--- src/rtl/core/itsg_pkg.sv ---
// shared types, constants and the quarter-wave cosine table for the sample gate
// no dependencies; every other source file but itsg_ram refers to this package by scoped names
`timescale 1ns / 1ps

package itsg_pkg;

	localparam int COS_TABLE_DEPTH  = 1024;
	localparam int SAMPLE_BITS      = 24;
	localparam int WEIGHT_FRAC_BITS = 16;

	localparam int WEIGHT_BITS    = WEIGHT_FRAC_BITS + 1;
	localparam int LUT_ENTRIES    = COS_TABLE_DEPTH + 1;
	localparam int LUT_ADDR_BITS  = $clog2(LUT_ENTRIES);
	localparam int DIST_BITS      = 25;
	localparam int PHASE_BITS     = 2 * DIST_BITS;
	localparam int PHASE_SHIFT    = 8;
	localparam int TURN_BITS      = 17;
	localparam int QUARTER_BITS   = 15;
	localparam int HALF_TURN      = 65536;
	localparam int QUARTER_TURN   = 32768;
	localparam int QUEUE_DEPTH    = 4;
	localparam int QUEUE_PTR_BITS = $clog2(QUEUE_DEPTH);
	localparam int QUEUE_CNT_BITS = $clog2(QUEUE_DEPTH + 1);

	localparam logic [WEIGHT_BITS-1:0] W_ONE = {1'b1, {WEIGHT_FRAC_BITS{1'b0}}};
	localparam logic [63:0] Q30_ONE = 64'd1 << 30;
	localparam logic [63:0] PI_HALF_Q30 = 64'd1686629713;

	typedef enum logic [2:0] {
		REG_ENABLE,
		REG_GATE_START,
		REG_GATE_WIDTH,
		REG_TAPER_HALF,
		REG_PHASE_STEP
	} reg_idx_t;

	typedef enum logic [1:0] {
		CLS_PASS,
		CLS_FLAT,
		CLS_TAPER
	} cls_t;

	typedef struct packed {
		logic               enable;
		logic signed [31:0] gate_start;
		logic [24:0]        gate_width;
		logic [23:0]        taper_half;
		logic [24:0]        phase_step;
	} cfg_t;

	typedef struct packed {
		cls_t                   cls;
		logic [DIST_BITS-1:0]   edge_dist;
		logic [SAMPLE_BITS-1:0] smp;
	} q_entry_t;

	typedef struct packed {
		logic empty;
		logic afull;
	} q_stat_t;

	typedef logic [WEIGHT_BITS-1:0] cos_lut_t [LUT_ENTRIES];

	// cos(pi/2 * k / depth) by a q30 series, rounded to the weight format
	function automatic logic [WEIGHT_BITS-1:0] cos_entry(input int unsigned k);
		logic [63:0] kk;
		logic [63:0] x;
		logic [63:0] x2;
		logic [63:0] t;
		logic [63:0] r;
		logic [63:0] c;
		kk = 64'(k);
		x  = (PI_HALF_Q30 * kk + 64'(COS_TABLE_DEPTH / 2)) / 64'(COS_TABLE_DEPTH);
		x2 = (x * x + (64'd1 << 29)) >> 30;
		t  = Q30_ONE - x2 / 64'd132;
		t  = Q30_ONE - ((x2 * t) >> 30) / 64'd90;
		t  = Q30_ONE - ((x2 * t) >> 30) / 64'd56;
		t  = Q30_ONE - ((x2 * t) >> 30) / 64'd30;
		t  = Q30_ONE - ((x2 * t) >> 30) / 64'd12;
		r  = ((x2 * t) >> 30) / 64'd2;
		c  = (r > Q30_ONE) ? 64'd0 : Q30_ONE - r;
		c  = (c + (64'd1 << (29 - WEIGHT_FRAC_BITS))) >> (30 - WEIGHT_FRAC_BITS);
		return c[WEIGHT_BITS-1:0];
	endfunction

	function automatic cos_lut_t build_cos_lut();
		cos_lut_t lut;
		for (int k = 0; k < LUT_ENTRIES; k++) begin
			lut[k] = cos_entry(k);
		end
		return lut;
	endfunction

	localparam cos_lut_t COS_LUT = build_cos_lut();

endpackage

--- src/rtl/core/itsg_queue.sv ---
// short queue of classified beats between the front and back parts
// depends on itsg_pkg
`timescale 1ns / 1ps

module itsg_queue (
	input  logic               clk,
	input  logic               arst_n,
	input  logic               push,
	input  itsg_pkg::q_entry_t wr_entry,
	input  logic               pop,
	output itsg_pkg::q_entry_t head,
	output itsg_pkg::q_stat_t  stat
);

	itsg_pkg::q_entry_t slot_q [itsg_pkg::QUEUE_DEPTH];
	logic [itsg_pkg::QUEUE_PTR_BITS-1:0] wr_ptr_q;
	logic [itsg_pkg::QUEUE_PTR_BITS-1:0] rd_ptr_q;
	logic [itsg_pkg::QUEUE_CNT_BITS-1:0] count_q;

	always_ff @(posedge clk) begin
		if (push) begin
			slot_q[wr_ptr_q] <= wr_entry;
		end
	end

	always_ff @(posedge clk or negedge arst_n) begin
		if (!arst_n) begin
			wr_ptr_q <= '0;
			rd_ptr_q <= '0;
			count_q  <= '0;
		end else begin
			if (push) begin
				wr_ptr_q <= (wr_ptr_q == itsg_pkg::QUEUE_PTR_BITS'(itsg_pkg::QUEUE_DEPTH - 1))
					? '0 : wr_ptr_q + 1'b1;
			end
			if (pop) begin
				rd_ptr_q <= (rd_ptr_q == itsg_pkg::QUEUE_PTR_BITS'(itsg_pkg::QUEUE_DEPTH - 1))
					? '0 : rd_ptr_q + 1'b1;
			end
			if (push && !pop) begin
				count_q <= count_q + 1'b1;
			end else if (!push && pop) begin
				count_q <= count_q - 1'b1;
			end
		end
	end

	assign head       = slot_q[rd_ptr_q];
	assign stat.empty = (count_q == '0);
	assign stat.afull = (count_q >= itsg_pkg::QUEUE_CNT_BITS'(itsg_pkg::QUEUE_DEPTH - 1));

	a_no_overflow: assert property (@(posedge clk) disable iff (!arst_n)
		(push && !pop) |-> (count_q != itsg_pkg::QUEUE_CNT_BITS'(itsg_pkg::QUEUE_DEPTH)))
		else $error("queue written while full");

	a_count_up: assert property (@(posedge clk) disable iff (!arst_n)
		(push && !pop) |=> (count_q == $past(count_q) + itsg_pkg::QUEUE_CNT_BITS'(1)))
		else $error("queue fill count lost a beat");

endmodule

--- config.mk ---
export PLATFORM = sky130hd
export DESIGN_NAME = itsg_queue
export DESIGN_NICKNAME = d
export VERILOG_FILES = /design/src/rtl/core/itsg_pkg.sv /design/src/rtl/core/itsg_queue.sv
export SDC_FILE = /design/constraint.sdc
export NUM_CORES = 1
export LEC_CHECK = 0
export ABC_AREA = 1
export BUFFER_PORTS_ARGS = -buffer_cell sky130_fd_sc_hd__buf_2
export CAP_MARGIN = 30
export CORE_ASPECT_RATIO = 1.2
export CORE_UTILIZATION = 55
export CTS_BUF_LIST = sky130_fd_sc_hd__clkbuf_4 sky130_fd_sc_hd__clkbuf_8 sky130_fd_sc_hd__clkbuf_16
export CTS_CLUSTER_DIAMETER = 100
export CTS_CLUSTER_SIZE = 24
export DETAILED_ROUTE_END_ITERATION = 8
export PLACE_DENSITY = 0.87
export SETUP_SLACK_MARGIN = 0.02
export SYNTH_ARGS = -nofsm -noshare
export SYNTH_HDL_FRONTEND = slang
export SYNTH_SLANG_ARGS = --single-unit
--- constraint.sdc ---
create_clock -name clk -period 4.1 [get_ports clk]
set_input_delay 0.41 -clock clk [delete_from_list [all_inputs] [get_ports clk]]
set_output_delay 0.41 -clock clk [all_outputs]
set_load 0.01 [all_outputs]
Yosys cells after proc, flatten, opt, wreduce, memory -nomap -nowiden
Memories as Yosys holds them, arrays and structs flattened.
Index checks and enable logic that the tools add are counted.
{"block": "totals", "register_bits": 7, "ram_bits": 204, "inputBits": 55, "wordCells": 23, "mem_count": 1}
{"block": "op_classes", "add_sub_neg": 4, "n_lt_le_gt_ge": 1, "n_eq_ne": 2, "muxes": 6, "reduce_logical": 6}
{"memory": "slot_q", "words": 4, "word_bits": 51, "rd": 1, "rd_clocked_by_memory_dff": 0, "wr": 1, "line": "itsg_queue.sv:15", "text": "itsg_pkg::q_entry_t slot_q [itsg_pkg::QUEUE_DEPTH];"}
{"op": "$mux 3", "n": 2}
{"op": "$add 2x1->2 const B", "n": 2}
{"op": "$eq 2x2->1 const B", "n": 2}
{"op": "$mux 2", "n": 2}
{"op": "$add 3x1->3 const B", "n": 1}
{"op": "$ge 3x2->1 const B", "n": 1}
{"op": "$logic_not 3->1", "n": 1}
{"op": "$sub 3x1->3 const B", "n": 1}
{"op": "$logic_and 1x1->1", "n": 2}
{"op": "$logic_not 1->1", "n": 2}
{"op": "$mux 1", "n": 2}
{"op": "$reduce_bool 2->1", "n": 1}

Longest topological paths before layout
{"block": "logic_depth", "depth_word": 4, "depth_mapped": 9, "ltp_nobuf": 9}

Worst setup path before layout
No wires, ideal clock.
{"block": "synth_timing", "path_kind": "register -> register", "start": "register wr_ptr_q[0] in the netlist's numbering", "end": "memory slot_q[0][0] in the netlist's numbering, enable pin", "t_arrival_ns": 1.656, "required_ns": 3.695, "setup_slack_ns": 2.039, "stages_incl_launch_ff": 5, "synth_period_minus_slack_ns": 2.061, "cell_sequence": "dfrtp_1 -> inv_1 -> ha_1 -> nand2_1 -> inv_1"}
{"item": "from (decl)", "line": "itsg_queue.sv:16", "text": "logic [itsg_pkg::QUEUE_PTR_BITS-1:0] wr_ptr_q;"}
{"item": "from (signal assigned)", "line": "itsg_queue.sv:33", "text": "wr_ptr_q <= (wr_ptr_q == itsg_pkg::QUEUE_PTR_BITS'(itsg_pkg::QUEUE_DEPTH - 1))"}
{"item": "to (decl)", "line": "itsg_queue.sv:15"}
No word-level cell before the write port.

==> results.ini <==
[status]
status = completed

[timing]
tightest_slew_ps = 954
fin_crit_sh_pct = 69.0
finalSetupViolCount = 0
fmax_mhz = 354
setup-tns-final_ps = 0
worst_clock_skew_ps = 13.7
worst_slack_ps = 1270
slew-limit-headroom_pct = 36.4
rsz0062_at_grt = false
fin_crit_ps = 2830
hold_violations = 0
drv_slew = 0

[layout]
fill_cells = 1206
layout.nets = 809
final_util_pct = 62.3
syn_to_final_growth_pct = 9.92
final_common_cell = edfxtp_1
layout_common_cells = edfxtp_1 (204), nand2_1 (123), buf_2 (107), o211ai_2 (102), inv_1 (68)
final_cell_area_um2 = 10200
drive_above_1_share_pct = 38.9

[route]
wirelength_um = 15800
drtAntennaViolNets = 0
viasPerCell = 5.08
drc = 0
wl_per_cell_um = 16.3
drt_iter0_markers = 242
dr_total_vias = 4913
drt_pass1_iterations = 4

[grt]
antenna_found_initial = 2
grt_util_all_layers_pct = 18.3
grt_first_pass_wirelength_um = 24200
grt_max_degree = 105
overflow = 0
grt_pass1_vias = 4876

[worst_setup_path]
cp_slowest_cell = inv_8
cp_max_fo = 104
crit_path_cell_trace = inv_8 > buf_4 > nand2_1 > o211ai_2 > nand2_1 > buf_2
startpoint = rd_ptr_q[0]$_DFFE_PN0P_
timing.rr.start = wr_ptr_q[0]$_DFFE_PN0P_
cpMostUsedCell = nand2_1
cp_num_buf_inv = 3
cp-start-kind = flip-flop
crit_family = buffers and inverters
ff2ff_setup_slack_ps = 1970
max_stage_delay_ps = 570
reg2reg_depth = 5
crit_required_ps = 3690
reg2reg_to = slot_q[2][28]$_DFFE_PP_
path_class = flip-flop to output pin
arrival_ps = 2420
endpoint_kind = output pin

[pwr]
fin_total_pwr_uw = 6590
p_leak_uw = 0.00407
p_per_area_nw_per_um2 = 645
vdd_drop_max_uv = 312

[clock_tree]
clkTransAtPathRegs_ps = 90
ctsResizeCount = 0
numCtsBuffers = 12
cts_root_buf = clkbuf_16
cts_max_path_buffers = 3
worstSkewPairLatency_ps = 460
clock-sinks = 211
htree_levels = 1
cts_tree = built

[logic_synthesis]
ys_ff_latch = 211
synth_xor_area_share_pct = 0.0942
synth_nets = 710
synth.mux.area_fraction_pct = 0
synth_top_family_by_area = compound AO/OA/AOI/OAI gates
netlist_area_um2 = 9300
netlist_instances = 648
synth-seq-area-share_pct = 67.8
yosys.area_share.simple_pct = 8.38
syn_avg_cell_area_um2 = 14.3
synth_fa_ha_area_share_pct = 1.02
synth_warnings = 0
synth_compound_area_share_pct = 13.9
synth_cell_type_count = 22

[placed_design]
placed_area_um2 = 9830
routabilityCongestion = 0.708
portBuffers = 107
dp_hpwl_um = 9780
place_ws_ps = 1730

[floorplan]
die_w_um = 121
die_area_um2 = 17400
core_um2 = 16400
rows = 51
start_util_pct = 56.7
fp.dieH_um = 144
num_io_pins = 108

[min_path]
hp-class = input port to flip-flop
min_path_cells = 1
worstHoldStart = wr_entry[4]
min_to = slot_q[1][4]$_DFFE_PP_

[flow_run]
cap_violations = 0

per-layer routing:
| layer | wire length (µm) | vias up | global-route usage [%] |
|---|---|---|---|
| met5 | 0 | - | 0 |
| met4 | 267 | 0 | 5.65 |
| met3 | 720 | 19 | 3.12 |
| met2 | 8190 | 92 | 31.7 |
| met1 | 6590 | 2365 | 23.6 |
| li1 | - | 2437 | - |
repair_timing:
action	in CTS	in global routing
buffers inserted	0	0
endpoints found under the hold margin	7	0
hold buffers	1	0
endpoints found under the setup margin	0	0
logic make-up (layout without fill, tap and decap cells):
kind of cell | Yosys count | after routing
flip-flops | 211 | 211
XOR/XNOR | 1 | 1
other | 0 | 2
AND/OR/NAND/NOR | 175 | 175
adder cells (fa/ha/maj) | 7 | 7
AO/OA/AOI/OAI | 106 | 106
buffers and inverters | 148 | 253
power breakdown:
group          total, µW  switching, µW  leakage, µW  internal (µW)
clock               1250            623     0.000188            631
sequential          2900            129      0.00196           2770
combinational       2440           1580      0.00192            856
total               6590           2340      0.00407           4260
how the worst max path moves through the flow:
| stage | end | slack (ps) | cells after the start |
|---|---|---|---|
| after floorplan | slot_q[0][0]$_DFFE_PP_ | 2040 | 4 |
| after global placement | head[24] | 1630 | 5 |
| after detailed placement | head[23] | 1730 | 6 |
| after CTS | head[23] | 1230 | 6 |
| after global routing | head[29] | 1110 | 6 |
| final | head[23] | 1270 | 6 |
cells in the mapped netlist (all sizes together):
| cell | count | share of area [%] |
|---|---|---|
| buf | 33 | 4.1 |
| edfxtp | 204 | 66 |
| nand2 | 170 | 8.1 |
| o21ai | 4 | 0.22 |
| nand3 | 1 | 0.054 |
| o211ai | 102 | 14 |
| fa | 1 | 0.22 |
| dfrtp | 7 | 1.9 |
| nor3 | 1 | 0.054 |
| ha | 6 | 0.81 |
| nand4 | 1 | 0.067 |
| clkinv | 42 | 1.7 |
| xnor2 | 1 | 0.094 |
| nor2 | 2 | 0.081 |
| inv | 73 | 2.9 |
per-stage QoR:
stage,hold slack [ps],instances
after CTS,148,965
after global routing,148,966
after floorplan,114,648
after global placement,260,943
final,156,967
after detailed placement,261,944
area by class of cell:
type                       instances  area, µm²  share of cell area [%]
antenna                            2       5.00                  0.0490
multi-input combinational        289       2180                    21.3
sequential                       211       6300                    61.7
timing repair buffer             118        646                    6.32
clock buffer                      19        370                    3.62
inverter                         115        440                    4.31
clock inverter                     1       7.51                  0.0735
tap                              212        265                    2.60
state kept, by name, summed over array words and instances, names as in the netlist:
| signal | cells |
|---|---|
| slot_q | 204 |
| count_q | 3 |
| wr_ptr_q | 2 |
| rd_ptr_q | 2 |
(Power assumes the default switching activity.)
