==> src/rtl/core/itsg_pkg.sv <==
// shared types, constants and the quarter-wave cosine table for the sample gate
// no dependencies; every other source file but itsg_ram refers to this package by scoped names
`timescale 1ns / 1ps

package itsg_pkg;

	localparam int COS_TABLE_DEPTH  = 1024;
	localparam int SAMPLE_BITS      = 24;
	localparam int WEIGHT_FRAC_BITS = 16;

	localparam int WEIGHT_BITS    = WEIGHT_FRAC_BITS + 1;
	localparam int LUT_ENTRIES    = COS_TABLE_DEPTH + 1;
	localparam int LUT_ADDR_BITS  = $clog2(LUT_ENTRIES);
	localparam int DIST_BITS      = 25;
	localparam int PHASE_BITS     = 2 * DIST_BITS;
	localparam int PHASE_SHIFT    = 8;
	localparam int TURN_BITS      = 17;
	localparam int QUARTER_BITS   = 15;
	localparam int HALF_TURN      = 65536;
	localparam int QUARTER_TURN   = 32768;
	localparam int QUEUE_DEPTH    = 4;
	localparam int QUEUE_PTR_BITS = $clog2(QUEUE_DEPTH);
	localparam int QUEUE_CNT_BITS = $clog2(QUEUE_DEPTH + 1);

	localparam logic [WEIGHT_BITS-1:0] W_ONE = {1'b1, {WEIGHT_FRAC_BITS{1'b0}}};
	localparam logic [63:0] Q30_ONE = 64'd1 << 30;
	localparam logic [63:0] PI_HALF_Q30 = 64'd1686629713;

	typedef enum logic [2:0] {
		REG_ENABLE,
		REG_GATE_START,
		REG_GATE_WIDTH,
		REG_TAPER_HALF,
		REG_PHASE_STEP
	} reg_idx_t;

	typedef enum logic [1:0] {
		CLS_PASS,
		CLS_FLAT,
		CLS_TAPER
	} cls_t;

	typedef struct packed {
		logic               enable;
		logic signed [31:0] gate_start;
		logic [24:0]        gate_width;
		logic [23:0]        taper_half;
		logic [24:0]        phase_step;
	} cfg_t;

	typedef struct packed {
		cls_t                   cls;
		logic [DIST_BITS-1:0]   edge_dist;
		logic [SAMPLE_BITS-1:0] smp;
	} q_entry_t;

	typedef struct packed {
		logic empty;
		logic afull;
	} q_stat_t;

	typedef logic [WEIGHT_BITS-1:0] cos_lut_t [LUT_ENTRIES];

	// cos(pi/2 * k / depth) by a q30 series, rounded to the weight format
	function automatic logic [WEIGHT_BITS-1:0] cos_entry(input int unsigned k);
		logic [63:0] kk;
		logic [63:0] x;
		logic [63:0] x2;
		logic [63:0] t;
		logic [63:0] r;
		logic [63:0] c;
		kk = 64'(k);
		x  = (PI_HALF_Q30 * kk + 64'(COS_TABLE_DEPTH / 2)) / 64'(COS_TABLE_DEPTH);
		x2 = (x * x + (64'd1 << 29)) >> 30;
		t  = Q30_ONE - x2 / 64'd132;
		t  = Q30_ONE - ((x2 * t) >> 30) / 64'd90;
		t  = Q30_ONE - ((x2 * t) >> 30) / 64'd56;
		t  = Q30_ONE - ((x2 * t) >> 30) / 64'd30;
		t  = Q30_ONE - ((x2 * t) >> 30) / 64'd12;
		r  = ((x2 * t) >> 30) / 64'd2;
		c  = (r > Q30_ONE) ? 64'd0 : Q30_ONE - r;
		c  = (c + (64'd1 << (29 - WEIGHT_FRAC_BITS))) >> (30 - WEIGHT_FRAC_BITS);
		return c[WEIGHT_BITS-1:0];
	endfunction

	function automatic cos_lut_t build_cos_lut();
		cos_lut_t lut;
		for (int k = 0; k < LUT_ENTRIES; k++) begin
			lut[k] = cos_entry(k);
		end
		return lut;
	endfunction

	localparam cos_lut_t COS_LUT = build_cos_lut();

endpackage

==> src/rtl/core/itsg_front.sv <==
// front part: takes a sample, locates it against the window and classifies it
// depends on itsg_pkg
`timescale 1ns / 1ps

module itsg_front (
	input  logic                                 clk,
	input  logic                                 arst_n,
	input  logic                                 accept,
	input  logic [31:0]                          sample_index,
	input  logic signed [itsg_pkg::SAMPLE_BITS-1:0] sample_value,
	input  itsg_pkg::cfg_t                       cfg,
	output logic                                 push,
	output itsg_pkg::q_entry_t                   entry
);

	logic                               vld_s1;
	logic signed [33:0]                 t_s1;
	logic [itsg_pkg::SAMPLE_BITS-1:0]   smp_s1;

	logic signed [33:0] win_w;
	logic signed [33:0] win_h;
	logic signed [33:0] fall_start;
	logic signed [33:0] fall_dist;
	logic               in_win;

	always_ff @(posedge clk or negedge arst_n) begin
		if (!arst_n) begin
			vld_s1 <= 1'b0;
		end else begin
			vld_s1 <= accept;
		end
	end

	always_ff @(posedge clk) begin
		if (accept) begin
			t_s1   <= $signed({2'b00, sample_index} -
				{{2{cfg.gate_start[31]}}, cfg.gate_start});
			smp_s1 <= sample_value;
		end
	end

	assign win_w      = $signed({9'd0, cfg.gate_width});
	assign win_h      = $signed({10'd0, cfg.taper_half});
	assign fall_start = win_w - win_h;
	assign fall_dist  = win_w - t_s1;
	assign in_win     = cfg.enable && !t_s1[33] && (t_s1 <= win_w);

	// falling taper takes precedence where the tapers overlap
	always_comb begin
		entry.smp       = smp_s1;
		entry.edge_dist = t_s1[itsg_pkg::DIST_BITS-1:0];
		entry.cls       = itsg_pkg::CLS_PASS;
		priority if (!in_win) begin
			entry.cls = itsg_pkg::CLS_PASS;
		end else if (t_s1 >= fall_start) begin
			entry.cls       = itsg_pkg::CLS_TAPER;
			entry.edge_dist = fall_dist[itsg_pkg::DIST_BITS-1:0];
		end else if (t_s1 < win_h) begin
			entry.cls = itsg_pkg::CLS_TAPER;
		end else begin
			entry.cls = itsg_pkg::CLS_FLAT;
		end
	end

	assign push = vld_s1;

endmodule

==> config.mk <==
export PLATFORM = sky130hd
export DESIGN_NAME = itsg_front
export DESIGN_NICKNAME = d
export VERILOG_FILES = /design/src/rtl/core/itsg_pkg.sv /design/src/rtl/core/itsg_front.sv
export SDC_FILE = /design/constraint.sdc
export NUM_CORES = 1
export LEC_CHECK = 0
export BUFFER_PORTS_ARGS = -buffer_cell sky130_fd_sc_hd__buf_4
export CORE_UTILIZATION = 26
export DETAILED_ROUTE_END_ITERATION = 8
export GPL_TIMING_DRIVEN = 0
export PLACE_DENSITY_LB_ADDON = 0.15
export SLEW_MARGIN = 20
export SYNTH_ARGS = -nofsm -noshare
export SYNTH_HDL_FRONTEND = slang
export SYNTH_SLANG_ARGS = --single-unit
==> constraint.sdc <==
create_clock -name clk -period 11.28 [get_ports clk]
set_input_delay 0.564 -clock clk [delete_from_list [all_inputs] [get_ports clk]]
set_output_delay 0.564 -clock clk [all_outputs]
set_load 0.01 [all_outputs]
# Word level (Yosys, flattened, before mapping)

Index checks and enable logic that the tools add are counted.

Register bits: 59
Input bits: 166
Output and inout port bits: 52
Logic and storage cells: 17

$add $sub $neg: 3
Magnitude comparators: 3
Multiplexer cells: 5
Reduce and logical (&&, ||, !) cells: 3

Operators with widths:

| cell                | count |
|---|---|
| $mux W25            | 2 |
| $ge A34 B26 Y1      | 1 |
| $le A34 B26 Y1      | 1 |
| $lt A34 B25 Y1      | 1 |
| $sub A33 B32 Y34    | 1 |
| $sub A25 B24 Y26    | 1 |
| $sub A25 B25 Y25    | 1 |
| $mux W2             | 3 |
| $logic_and A1 B1 Y1 | 2 |
| $logic_not A1 Y1    | 1 |

# Logic depth before layout (Yosys ltp)

Gate-level depths: netlist of the first run.

Word-level depth: 4
Depth in mapped cells: 22
Mapped depth without buffers: 21

# Least setup slack after synthesis of the first run

Ideal clock, no wire load.

Path type: input-to-output
Start: in cfg[26] in the netlist's numbering
End: out entry[24] in the netlist's numbering
Arrival: 4.766 ns
Required time: 10.716 ns
Path slack: 5.950 ns
Stages on the path: 20
Path buffers: 1
Path through: inv_1 -> ha_1 -> nor2b_1 -> o31a_1 -> o21ai_1 -> a21oi_1 -> o21ai_1 -> nand2_1 -> a41o_1 -> o41ai_2 -> o21ai_0 -> ha_1 -> nand4_1 -> nor4_1 -> a21boi_0 -> or3_1 -> a21oi_1 -> nor2_2 -> buf_2 -> mux2i_1

RTL lines:

| what            | RTL line         | source |
|---|---|---|
| start, declared | itsg_front.sv:11 | `input itsg_pkg::cfg_t cfg,` |
| end, declared   | itsg_front.sv:13 | `output itsg_pkg::q_entry_t entry` |

==> impl_metrics.tcl, run 1 <==
set metrics [dict create \
    die_h_um 179.8 \
    antenna_found_initial 0 \
    grtUsageTotal_pct 14.95 \
    cpPeakStageDelay_ps 520 \
    viasPerCell 4.705 \
    grt_pass1_wl_um 38630 \
    diodes 0 \
    syn_nets 1299 \
    min_period_ps 6571 \
    drv_cap 0 \
    post_cts_resized 0 \
    pre_cts_slack_ps 4390 \
    netlist_area_sq_mm 0.008220 \
    required_ps 10720 \
    p_leak_nw 5.131 \
    nFillCells 3278 \
    outcome "complete, but fails checks" \
    yosysTopAreaCell "ha_1" \
    pin_count 218 \
    die_w_um 179.8 \
    synth_edf_count 58 \
    grt_max_degree 60 \
    critPathLaunch "cfg[26]" \
    ys_async_sr_fraction_pct 1.695 \
    avgSynthCellArea_sq_um 8.501 \
    drv_slew 0 \
    fin_cells 1572 \
    htreeDepth 3 \
    worst_slack_ps 4709 \
    synthTopCellsByArea "ha_1 25%, edfxtp_1 21%, inv_1 6.1%" \
    drt-met1-wl_um 12210 \
    powerDensity_mw_per_mm2 112.8 \
    routed_wl_um 24130 \
    synth_warnings 0 \
    initial_core_util_pct 26.66 \
    syn_to_final_growth_pct 27.55 \
    clk_transition_reported_paths_ps 60 \
    nets 1503 \
    tns_ps 0 \
    vias 7396 \
    placed_area_sq_mm 0.01016 \
    fin_area_sq_mm 0.01049 \
    min_period_over_period_pct 58.25 \
    cts-root-buf "clkbuf_16" \
    power_mw 1.182 \
    crit_fanout 10 \
    ys_types 67 \
    fin_util_pct 34.01 \
    met3RoutedLength_um 776 \
    grt_pass1_vias 7388 \
    worst_pin_slew_ps 886.0 \
    cp.arrival_ps 6010 \
    setup_violations 0 \
    gp_congestion 0.8561 \
    drt-wirelength-per-cell_um 15.35 \
    ir_drop_uv 72.79 \
    critPathCapture "entry[33]" \
    synth_common_cells "163 x ha_1, 134 x inv_1, 90 x a21oi_1, 58 x edfxtp_1, 58 x nor2_1" \
    drtPass1Iterations 7 \
    finalHoldViolCount 0 \
    wl_met2_um 10910 \
    clock-sinks 59 \
    gr-total-overflow 0 \
    whs_ps 410.1 \
    dp_cells 1555 \
    rsz0062_at_grt "no" \
    crit_chain "buf_4 -> inv_1 -> ha_1 -> nor2b_1 -> o31a_1 -> o21ai_1 -> a21oi_1 -> o21ai_1 -> nand2_1 -> a41o_1 -> o41ai_2 -> o21ai_1 -> ha_1 -> nand4_1 -> nor4_1 -> a21boi_0 -> or3_1 -> a21oi_1 -> nor2_2 -> buf_2 -> mux2i_1 -> buf_4" \
    synth_cells 967 \
    relSlewSlack_pct 39.40 \
    ys_ff_latch 59 \
    worstSetupPathType "in -> out" \
    synth_most_common_cell "ha_1" \
    cp-end-kind "output pin" \
    cp_slowest_cell "nor2_2" \
    cts_inserted_buffers 9 \
    dpl.hpwl_um 21190 \
    highest_layer "met4" \
    drive_above_1_share_pct 20.15 \
    dr.first_iter.drc_count 500 \
    antenna_left 0 \
    violations "DRC" \
    cts_tree "built" \
    dominantRegCellSynth "edfxtp_1" \
    crit_top_cell "o21ai_1" \
    route.detailed.drc 8 \
    clockBufferDepth 2 \
    core_area_sq_mm 0.03083 \
    fmax_ghz 0.1522 \
    start_kind "input pin" \
    rows 64 \
    ys_seq_area_share_pct 21.49 \
    synth_top_area_share_pct 24.81 \
    min_path_type "in -> reg" \
    place.port_buffers 192 \
    dieArea_sq_mm 0.03233 \
]
==> cell families after synthesis <==
| family | Yosys count | synth area share (%) |
|---|---|---|
| buf+inv | 148 | 6.834 |
| xor+xnor | 65 | 6.925 |
| compound gates | 286 | 23.09 |
| fa+ha+maj | 166 | 25.54 |
| simple gates | 217 | 12.88 |
| mux | 26 | 3.242 |
| flops | 59 | 21.49 |
==> cell usage in the layout, fill, tap and decap left out, types with 4 or more instances in the layout <==
master / instances
nand2b_1: 11
edfxtp_1: 58
nand4_1: 20
ha_1: 163
nand2_1: 44
a21oi_1: 90
or3_1: 7
o31a_1: 4
o31ai_1: 6
nor2b_1: 13
o21ai_1: 4
xor2_1: 32
o21a_1: 13
a21boi_0: 4
o21bai_1: 7
nor4_1: 6
clkbuf_1: 8
mux2i_1: 21
nor2_1: 58
nor3_1: 20
o211ai_1: 7
a21o_1: 46
nand3_1: 23
a211oi_1: 7
inv_1: 134
buf_4: 192
o21ai_0: 49
xnor2_1: 33
buf_2: 5
mux2_2: 5
clkbuf_16: 9
a31oi_1: 6
==> how the worst min path moves through the flow <==
stage	to	cells past startpoint	startpoint	slack, ps
CTS	smp_s1[14]	1	sample_value[14]	400
finish	smp_s1[18]	1	sample_value[18]	410
global placement	push	1	arst_n	340
global route	smp_s1[6]	1	sample_value[6]	390
floorplan	push	0	arst_n	270
detailed placement	push	1	arst_n	340
==> state kept, by name, summed over array words and instances (netlist names) <==
name    flops
push        1
t_s1       34
smp_s1     24
==> worst max-delay path, delay by kind of cell <==
| family | cells | cell delay [ps] |
|---|---|---|
| fa+ha+maj | 2 | 710 |
| compound gates | 9 | 2170 |
| buf+inv | 4 | 740 |
| mux | 1 | 320 |
| simple gates | 6 | 1500 |
==> where the power goes <==
group	leakage (nW)	total, mW	switching, mW	internal [mW]
Clock	0.149	0.292	0.0994	0.192
Sequential	0.579	0.313	0.0348	0.278
Combinational	4.40	0.578	0.314	0.264
Total	5.13	1.18	0.448	0.734
==> repair_timing <==
| action | 4_1_cts | 5_1_grt |
|---|---|---|
| hold buffers | 1 | 0 |
| endpoints found under the setup margin | 0 | 0 |
| hold endpoints to repair | 1 | 0 |
| buffers inserted | 0 | 0 |
==> metal layers <==
| layer | global-route usage [%] | up-vias |
|---|---|---|
| met5 | 0 | - |
| met4 | 3.310 | 0 |
| met3 | 1.276 | 15 |
| met2 | 24.45 | 142 |
| met1 | 21.23 | 3333 |
| li1 | - | 3906 |
==> area by class of cell <==
type / instances / area [sq um] / share of cell area, %
multi-input combinational: 760 / 5892 / 56.19
sequential: 59 / 1767 / 16.85
timing repair buffer: 193 / 1451 / 13.84
inverter: 134 / 503.0 / 4.797
tap: 396 / 495.5 / 4.726
clock buffer: 9 / 225.2 / 2.148
clock inverter: 7 / 92.59 / 0.8831
buffer: 14 / 58.81 / 0.5609
No activity file was read; power rests on OpenSTA's default activity.
==> run 2, diff against run 1 <==
- clock period: 11.28 -> 5.5 ns (I/O delays scaled with it)
==> run 2 against run 1 <==
Against the previous run:
- the flow still finishes with violations (DRC)
- die area unchanged
- final area rose by 0.91%
- routed wire length up 0.53%
- via count rose by 0.37%
- critical path depth up 1
- sequential cell count stayed put
- largest cell class unchanged
==> impl_metrics.tcl, run 2 (same netlist as run 1, synthesis figures left out) <==
set metrics [dict create \
    outcome "complete, but fails checks" \
    violations "DRC" \
    finalHoldViolCount 0 \
    routed_wl_um 24260 \
    final_cell_mix "194 x buf_4, 163 x ha_1, 134 x inv_1" \
    dpl.hpwl_um 21190 \
    grt_pass1_vias 7398 \
    htreeDepth 3 \
    swShare_pct 38.06 \
    required_ps 5220 \
    cpPeakStageDelay_ps 370 \
    grt_pass1_wl_um 38700 \
    crit_family "compound AO/OA/AOI/OAI gates" \
    relSlewSlack_pct 39.33 \
    drive_above_1_share_pct 20.97 \
    syn_to_final_growth_pct 28.71 \
    hold_path_depth 1 \
    powerDensity_mw_per_mm2 230.6 \
    drv_cap 0 \
    grt_max_degree 60 \
    antenna_found_initial 0 \
    route.detailed.drc 8 \
    drtPass1Iterations 7 \
    diodes 0 \
    worstSetupPathType "in -> out" \
    worst_pin_slew_ps 887.1 \
    nets 1505 \
    cts_tree "built" \
    cp-end-kind "output pin" \
    setup_violations 0 \
    pwr-share-seq_pct 26.4 \
    min_path_type "in -> reg" \
    crit_top_cell "buf_4" \
    gr-total-overflow 0 \
    viasPerCell 4.716 \
    fin_area_sq_mm 0.01058 \
    dieArea_sq_mm 0.03233 \
    cts-root-buf "clkbuf_16" \
    min_to "smp_s1[18]" \
    grtUsageTotal_pct 15.00 \
    core_area_sq_mm 0.03083 \
    rsz0062_at_grt "no" \
    fmax_ghz 0.1950 \
    drt-wirelength-per-cell_um 15.41 \
    min_period_ps 5128 \
    start_kind "input pin" \
    min_period_over_period_pct 93.23 \
    die_h_um 179.8 \
    whs_ps 121.5 \
    drv_slew 0 \
    dr.first_iter.drc_count 505 \
    nFillCells 3262 \
    initial_core_util_pct 26.66 \
    die_w_um 179.8 \
    power_frac_clock_pct 24.5 \
    clk_transition_reported_paths_ps 60 \
    switching_power_mw 0.9285 \
    antenna_left 0 \
    pin_count 218 \
    gp_congestion 0.8561 \
    clock-sinks 59 \
    combinationalPowerShare_pct 49.1 \
    cp_num_buf_inv 4 \
    min_from "sample_value[18]" \
    place.port_buffers 192 \
    path_depth 23 \
    ir_drop_uv 150.1 \
    largest_reg_flops 34 \
    cts_inserted_buffers 9 \
    rows 64 \
    cp_slowest_cell "or3_1" \
    clockBufferDepth 2 \
    vias 7423 \
    regMostFlops "t_s1" \
    p_leak_nw 5.150 \
    internal_power_mw 1.511 \
    final_common_cell "buf_4" \
    placed_area_sq_mm 0.01016 \
    crit_chain "buf_4 -> inv_1 -> ha_1 -> nor2b_1 -> o31a_1 -> o21ai_2 -> a21oi_1 -> o21ai_1 -> nand2_1 -> a41o_1 -> o41ai_4 -> o21ai_4 -> ha_1 -> a21oi_1 -> o21ai_0 -> a221oi_1 -> o211ai_1 -> or3_1 -> a21oi_4 -> nor2_4 -> buf_4 -> mux2_2 -> buf_4" \
    crit_fanout 9 \
    cp.arrival_ps 4850 \
]
-- run 2: worst max path at each step --
stage,endpoint,slack (ps),start
detailed placement,entry[33],-810,cfg[26]
finish,entry[31],370,cfg[26]
floorplan,entry[24],750,cfg[26]
CTS,entry[33],20,cfg[26]
global route,entry[33],10,cfg[49]
global placement,entry[33],-850,cfg[26]
-- run 2: per-stage QoR --
| stage | instances | TNS, ps | setup WS [ps] | util, % | total power [mW] |
|---|---|---|---|---|---|
| after global routing | 1574 | 0 | 9.796 | 34.32 | 2.648 |
| after detailed placement | 1555 | -16790 | -812.1 | 32.95 | 1.838 |
| final | 1574 | 0 | 372.4 | 34.32 | 2.439 |
| after CTS | 1574 | 0 | 24.47 | 34.12 | 2.455 |
| after global placement | 1555 | -17210 | -850.7 | 32.95 | 1.829 |
| after floorplan | 967 | 0 | 748.2 | - | 1.430 |
-- run 2: power by group through the flow --
stage / clock network [mW] / logic [mW] / registers, mW
after floorplan: 0 / 0.808 / 0.621
after global placement: 0 / 1.18 / 0.650
after detailed placement: 0 / 1.19 / 0.651
after CTS: 0.615 / 1.20 / 0.642
after global routing: 0.640 / 1.36 / 0.652
final: 0.598 / 1.20 / 0.643
-- run 2: area by class of cell --
type / instances / area, sq um / area share [%]
repair buffers: 195 / 1466 / 13.86
clock buffers: 9 / 225.2 / 2.129
multi-input cells: 760 / 5959 / 56.33
clock inverters: 7 / 92.59 / 0.8751
plain buffers: 14 / 71.32 / 0.6741
flip-flops and latches: 59 / 1767 / 16.70
well taps: 396 / 495.5 / 4.683
inverters: 134 / 503.0 / 4.754
-- run 2: layer usage --
metal	global-route usage, %	wire length, um	share of wire, %
met5	0	0	0
met2	24.42	10940	45
met3	1.236	804	3.3
met4	3.655	308	1.3
met1	21.29	12210	50
-- run 2: repair_timing --
action / 4_1_cts / 5_1_grt
endpoints found under the hold margin: 1 / 0
resized for setup: 6 / 12
buffers inserted: 2 / 0
hold buffers: 1 / 0
pin swaps: 1 / 2
endpoints found under the setup margin: 27 / 25
gates cloned: 0 / 0
